## src/rtl/gaussian_soft_vertex_displace_macros.svh

```systemverilog
// Assertion macros shared by the Gaussian soft-selection block.
// Used only by the top level; needs aclk and aresetn in scope where expanded.
`ifndef GAUSSIAN_SOFT_VERTEX_DISPLACE_MACROS_SVH
`define GAUSSIAN_SOFT_VERTEX_DISPLACE_MACROS_SVH

// Same-cycle implication, disabled during reset.
`define GSVD_ASSERT_NOW(label, ante, cons) \
    label: assert property (@(posedge aclk) disable iff (!aresetn) (ante) |-> (cons)) \
        else $error("assertion failed");

// Next-cycle implication, checked during reset as well.
`define GSVD_ASSERT_NEXT(label, ante, cons) \
    label: assert property (@(posedge aclk) (ante) |=> (cons)) \
        else $error("assertion failed");

`endif

```

## src/rtl/gsvd_pkg.sv

```systemverilog
// Package for the Gaussian soft-selection block: payload types, widths and
// the fraction table of the exponential. No dependencies.
`default_nettype none

package gsvd_pkg;

    localparam int FRAC_BITS         = 16;
    localparam int EXP_TABLE_ENTRIES = 256;
    localparam int ONE               = 1 << FRAC_BITS;

    localparam int COORD_W  = 24;
    localparam int SCALE_W  = 23;
    localparam int WEIGHT_W = 17;
    localparam int DIFF_W   = COORD_W + 1;
    localparam int SQ_W     = 2 * COORD_W + 1;
    localparam int D2_W     = SQ_W + 2;
    localparam int D2F_W    = D2_W - FRAC_BITS;
    localparam int LO_W     = 18;
    localparam int HI_W     = D2F_W - LO_W;
    localparam int PROD_W   = D2F_W + SCALE_W + 1;
    localparam int X_INT_LIMIT = 64;
    localparam int N_W      = 7;
    localparam int X_W      = N_W + FRAC_BITS;
    localparam int ROM_W    = 33;
    localparam int IDX_W    = $clog2(EXP_TABLE_ENTRIES + 1);
    localparam int POS_W    = FRAC_BITS + IDX_W;
    localparam int CHAIN_LEN = X_INT_LIMIT;
    localparam int CFG_IDX_W = 3;

    localparam logic [30:0] E_INV_Q32 = 31'd1580030169;
    localparam logic [PROD_W-1:0] X_LIMIT_PROD = PROD_W'(X_INT_LIMIT + 1) << (2 * FRAC_BITS);
    localparam logic [X_W-1:0] X_SAT = X_W'(X_INT_LIMIT + 1) << FRAC_BITS;

    localparam logic [WEIGHT_W-1:0] W_ONE  = WEIGHT_W'(ONE);
    localparam logic [WEIGHT_W-1:0] W_HALF = WEIGHT_W'(ONE / 2);
    localparam logic [WEIGHT_W-1:0] W_P8   = WEIGHT_W'((ONE * 4 + 2) / 5);
    localparam logic [WEIGHT_W-1:0] W_P3   = WEIGHT_W'((ONE * 3 + 5) / 10);

    typedef enum logic [CFG_IDX_W-1:0] {
        REG_CENTER_X = 3'd0,
        REG_CENTER_Y = 3'd1,
        REG_CENTER_Z = 3'd2,
        REG_SHIFT_X  = 3'd3,
        REG_SHIFT_Y  = 3'd4,
        REG_SHIFT_Z  = 3'd5,
        REG_FALLOFF  = 3'd6
    } cfg_reg_t;

    typedef struct packed {
        logic signed [COORD_W-1:0] pos_x;
        logic signed [COORD_W-1:0] pos_y;
        logic signed [COORD_W-1:0] pos_z;
    } in_item_t;

    typedef struct packed {
        logic signed [COORD_W-1:0] moved_x;
        logic signed [COORD_W-1:0] moved_y;
        logic signed [COORD_W-1:0] moved_z;
        logic [WEIGHT_W-1:0]       weight;
        logic [WEIGHT_W-1:0]       shade_red;
        logic [WEIGHT_W-1:0]       shade_green;
        logic [WEIGHT_W-1:0]       shade_blue;
    } out_item_t;

    typedef struct packed {
        logic signed [COORD_W-1:0] center_x;
        logic signed [COORD_W-1:0] center_y;
        logic signed [COORD_W-1:0] center_z;
        logic signed [COORD_W-1:0] shift_x;
        logic signed [COORD_W-1:0] shift_y;
        logic signed [COORD_W-1:0] shift_z;
        logic [SCALE_W-1:0]        falloff_scale;
    } cfg_t;

    typedef logic [ROM_W-1:0] exp_rom_t [0:EXP_TABLE_ENTRIES];

    // Table of e^-(i/N) in Q1.32, summed from a truncated Taylor series.
    function automatic exp_rom_t build_exp_rom();
        exp_rom_t    rom;
        logic [63:0] t;
        logic [63:0] term;
        longint      sum;
        for (int i = 0; i <= EXP_TABLE_ENTRIES; i++) begin
            if (i >= EXP_TABLE_ENTRIES) begin
                rom[i] = ROM_W'(E_INV_Q32);
            end else begin
                t    = (64'(i) << 32) / EXP_TABLE_ENTRIES;
                term = 64'd1 << 32;
                sum  = 0;
                for (int k = 0; k < 40; k++) begin
                    if (term != 64'd0) begin
                        if ((k % 2) == 1) begin
                            sum = sum - longint'(term);
                        end else begin
                            sum = sum + longint'(term);
                        end
                        term = ((term * t) >> 32) / 64'(k + 1);
                    end
                end
                if (sum < 0) begin
                    sum = 0;
                end
                if (sum > (longint'(1) << 32)) begin
                    sum = longint'(1) << 32;
                end
                rom[i] = ROM_W'(sum);
            end
        end
        return rom;
    endfunction

    localparam exp_rom_t EXP_ROM = build_exp_rom();

endpackage

`default_nettype wire

```

## src/rtl/gsvd_out.sv

```systemverilog
// Output stages: displacement by shift times weight with saturation, and the
// heat-map shade. Depends on gsvd_pkg. The last stage is the output register.
`default_nettype none

module gsvd_out (
    input  logic                            aclk,
    input  logic                            aresetn,
    input  logic                            en,
    input  logic                            in_valid,
    input  gsvd_pkg::in_item_t              in_item,
    input  logic [gsvd_pkg::WEIGHT_W-1:0]   in_weight,
    input  gsvd_pkg::cfg_t                  cfg,
    output logic                            out_valid,
    output gsvd_pkg::out_item_t             out_item
);
    import gsvd_pkg::*;

    localparam int MP_W = COORD_W + WEIGHT_W + 1;
    localparam int D_W  = MP_W - FRAC_BITS + 1;
    localparam int R_W  = D_W + 2;

    typedef logic signed [MP_W-1:0] mprod_t;

    logic [1:0]          valid_reg;
    in_item_t            item_reg;
    logic [WEIGHT_W-1:0] w_reg;
    mprod_t              mp_reg [0:2];
    mprod_t              mp_next [0:2];
    out_item_t           out_reg, out_next;

    function automatic logic signed [COORD_W-1:0] move_axis(
        input logic signed [COORD_W-1:0] p,
        input mprod_t                    mp
    );
        logic [MP_W-1:0]         mag;
        logic [MP_W:0]           rounded;
        logic signed [R_W-1:0]   d;
        logic signed [R_W-1:0]   r;
        mag     = mp[MP_W-1] ? MP_W'(-mp) : MP_W'(mp);
        rounded = (MP_W+1)'(mag) + (MP_W+1)'(ONE / 2);
        d       = R_W'(rounded >> FRAC_BITS);
        r       = mp[MP_W-1] ? R_W'(p) - d : R_W'(p) + d;
        if (r > R_W'(2 ** (COORD_W - 1) - 1)) begin
            r = R_W'(2 ** (COORD_W - 1) - 1);
        end
        if (r < -R_W'(2 ** (COORD_W - 1))) begin
            r = -R_W'(2 ** (COORD_W - 1));
        end
        return r[COORD_W-1:0];
    endfunction

    always_comb begin
        mp_next[0] = MP_W'(cfg.shift_x) * $signed({1'b0, in_weight});
        mp_next[1] = MP_W'(cfg.shift_y) * $signed({1'b0, in_weight});
        mp_next[2] = MP_W'(cfg.shift_z) * $signed({1'b0, in_weight});

        out_next.moved_x     = move_axis(item_reg.pos_x, mp_reg[0]);
        out_next.moved_y     = move_axis(item_reg.pos_y, mp_reg[1]);
        out_next.moved_z     = move_axis(item_reg.pos_z, mp_reg[2]);
        out_next.weight      = w_reg;
        out_next.shade_red   = W_ONE;
        out_next.shade_green = W_ONE;
        out_next.shade_blue  = W_ONE;
        // Each band is open at both ends; outside it the channel is full scale.
        if (w_reg > W_HALF && w_reg < W_ONE) begin
            out_next.shade_red = (w_reg - W_HALF) << 1;
        end
        if (w_reg < W_P8 && w_reg > W_P3) begin
            out_next.shade_green = (w_reg - W_P3) << 1;
        end
        if (w_reg != '0 && w_reg < W_HALF) begin
            out_next.shade_blue = w_reg << 1;
        end
    end

    always_ff @(posedge aclk) begin
        if (!aresetn) begin
            valid_reg <= '0;
        end else if (en) begin
            valid_reg <= {valid_reg[0], in_valid};
        end
    end

    always_ff @(posedge aclk) begin
        if (en) begin
            item_reg <= in_item;
            w_reg    <= in_weight;
            for (int i = 0; i < 3; i++) begin
                mp_reg[i] <= mp_next[i];
            end
            out_reg <= out_next;
        end
    end

    assign out_valid = valid_reg[1];
    assign out_item  = out_reg;

endmodule

`default_nettype wire

```

## config.mk

```make
export PLATFORM = sky130hd
export DESIGN_NAME = gsvd_out
export DESIGN_NICKNAME = d
export VERILOG_FILES = /design/src/rtl/gaussian_soft_vertex_displace_macros.svh /design/src/rtl/gsvd_pkg.sv /design/src/rtl/gsvd_out.sv
export SDC_FILE = /design/constraint.sdc
export NUM_CORES = 2
export LEC_CHECK = 0
export BUFFER_PORTS_ARGS = -buffer_cell sky130_fd_sc_hd__buf_2
export CORE_AREA = 10 10 376 378
export DETAILED_ROUTE_END_ITERATION = 10
export DIE_AREA = 0 0 386 388
export PLACE_DENSITY = 0.67
export SLEW_MARGIN = 25
export SYNTH_ARGS = -nofsm -noshare
export SYNTH_HDL_FRONTEND = slang
export SYNTH_SLANG_ARGS = --single-unit
```

## constraint.sdc

```tcl
create_clock -name aclk -period 27.4 [get_ports aclk]
set_input_delay 6.85 -clock aclk [delete_from_list [all_inputs] [get_ports aclk]]
set_output_delay 6.85 -clock aclk [all_outputs]
set_load 0.03 [all_outputs]
```

==> results.yml <==
place:
  gp_congestion: 0.880
  dp_hpwl_um: 125000
  place_ws_ps: 12540
  placed_area_sq_um: 69000
  portBuffers: 302
worst_setup_path:
  crit_top_cell: "fa_1"
  max_stage_delay_ps: 690
  r2r-end: "out_item[72]"
  cp.arrival_ps: 14690
  crit_chain: "buf_2 > buf_4 > nand2_1 > fa_1 > inv_1 > fa_1 > inv_1 > fa_1 > inv_1 > fa_1 > fa_1 > ha_1 > a21oi_1 > nor2b_1 > a2111o_1 > a311o_1 > a21oi_1 > o22ai_1 > o41a_1 > a41o_1 > o41ai_1 > o2111ai_1 > a21oi_1 > xnor2_1"
  crit_path_top_delay_cell: "buf_2"
  startpoint_type: "input pin"
  cp_max_fo: 43
  crit_start: "in_weight[2]"
  cp-endpoint: "mp_reg[0][83]"
  cp-end-kind: "register"
  worstPathRequired_ps: 27750
  worst-r2r-cell-count: 31
  rr_startpoint: "mp_reg[0][89]"
  r2r_slack_ps: 18110
  crit_type: "in2reg"
detailed_routing:
  antenna_left: 0
  drc: 0
  initialDrtViolationCount: 2826
  drt_wl_total_um: 164000
  vias: 48400
  via_per_inst: 5.39
  drt-pass1-iter-count: 6
  wl_per_cell_um: 18.3
die:
  fp-row-count: 134
  die_h_um: 388
  initial_core_util_pct: 49.7
  core_area_sq_um: 133000
  die_area_sq_um: 150000
  num_io_pins: 401
  die_w_um: 386
global_route:
  grt_max_degree: 83
  grt-ovfl-total: 0
  antenna_found_initial: 18
  grt_pass1_vias: 51500
  grt.total_usage_pct: 21.9
  grt_pass1_wl_um: 268000
layout:
  layout_commonest_cell: "inv_1"
  drive_above_1_share_pct: 6.63
  largest_reg_flops: 137
  area_delta_synth_final_pct: 6.32
  postLayoutCellArea_sq_um: 70500
  final_cell_mix: "1383 x inv_1, 1206 x fa_1, 937 x nand2_1"
  num-nets-final: 9020
synthesis:
  syn_inst: 7089
  syn_avg_cell_area_sq_um: 9.35
  ys_ff_latch: 354
  synth_edf_count: 352
  ys_warn_count: 0
  synthDistinctLibCells: 111
  synth.yosys.seq_area_share_pct: 16.0
  synth_area_sq_um: 66300
  postSynth.asyncResetShare_pct: 0
  synth_flop_cell: "edfxtp_1"
timing:
  fin_crit_sh_pct: 52.3
  slew_violations: 0
  setup_viol: 0
  hold_ws_ps: 516
  fin_ws_ps: 13060
  rsz0062_at_grt: "no"
  slew_headroom_pct: 30.6
  fmax_mhz: 69.7
  hold_violations: 0
  layout_min_cycle_time_ps: 14340
  tightest_slew_ps: 1040
  fin_setup_tns_ps: 0
  skew_ps: 16.3
clock_network:
  clock_path_buffers: 3
  cts_htree_levels: 2
  numCtsBuffers: 44
  cts_sinks: 354
  cts_tree: "yes"
  cts_setup_buffers: 0
  cts_hold_buf: 0
  clk_pin_slew_ps: 60
  post_cts_resized: 0
  insertion_delay_ps: 620
  root_buffer: "clkbuf_16"
outcome:
  status: "complete, no violations"
flow_run:
  cap_violations: 0
worst_hold_path:
  holdCritPathClass: "reg2reg"
  hold_start: "w_reg[1]"
worst max-delay path: cells and delay by family:
family                     cells  cell delay [ps]
adders and majority gates      6             2840
buffers and inverters          5             1510
AOI/OAI and AO/OA             10             3070
xor gates and xnor gates       1              100
and+or+nand+nor                2              260
synth_stat cells (12+ instances only):
cell / number / area (sq um)
nand4_1: 34 / 213
nand2_1: 937 / 3520
o21ai_0: 160 / 801
o31ai_1: 21 / 158
or4_1: 15 / 113
a21o_1: 72 / 541
and2_1: 514 / 3220
ha_1: 399 / 4990
nor2b_1: 45 / 282
nand3_1: 73 / 365
nor2_1: 258 / 968
or2_2: 15 / 93.8
a21oi_1: 198 / 991
inv_1: 1383 / 5190
xor2_1: 119 / 1040
nand2b_1: 35 / 219
edfxtp_1: 352 / 10600
a31oi_1: 41 / 257
nor3_1: 72 / 360
mux2i_1: 12 / 120
xnor2_1: 267 / 2340
and3_1: 48 / 300
fa_1: 1206 / 24100
o21bai_1: 20 / 150
a211oi_1: 28 / 210
o211ai_1: 18 / 135
clkbuf_1: 282 / 1060
buf_2: 14 / 70.1
nor3b_1: 16 / 120
nor4_1: 25 / 156
o21a_1: 92 / 691
or3_1: 32 / 200
a21boi_0: 12 / 90.1
o22ai_1: 15 / 93.8
cell type report:
type	count	area, sq um
well taps	1768	2210
clock inverters	28	274
inverters	1384	5190
repair buffers	334	1790
diodes	7	17.5
fillers	12000	62800
clock buffers	53	1160
flip-flops and latches	354	10600
multi-input cells	5037	49200
metal layers:
metal  vias to the layer above  part of all wire [%]  track usage, %
li1                      22300                     -               -
met1                     24400                    43            29.0
met2                      1390                    48            37.6
met3                       258                   6.2            3.30
met4                        14                   2.1            5.13
met5                         -                 0.056          0.0650
through the flow:
step                std cells  util, %
floorplan                7091        -
global placement         8876     51.8
detailed placement       8876     51.8
CTS                      8957     52.8
global route             8961     52.9
finish                   8965     52.9
worst min-delay path by stage:
stage,endpoint,slack [ps],cells past startpoint
after floorplan,out_item[57],420,0
after CTS,out_item[52],520,0
after detailed placement,out_item[52],510,0
after global routing,out_item[52],550,0
final,out_item[52],520,0
after global placement,out_item[52],490,0
cells by family (layout without fill, tap and decap cells):
logic type | after synthesis | count (layout) | synth area share, %
buf+inv | 1700 | 1799 | 9.76
simple gates | 2199 | 2199 | 16.5
fa+ha+maj | 1606 | 1606 | 44.0
flops | 354 | 354 | 16.0
compound gates | 821 | 821 | 8.28
other cells | 1 | 10 | 0.00566
xor+xnor | 390 | 390 | 5.21
mux | 18 | 18 | 0.283
Power is not shown: default switching activity piles up to over one toggle a cycle in this logic, so the estimate is an artifact.
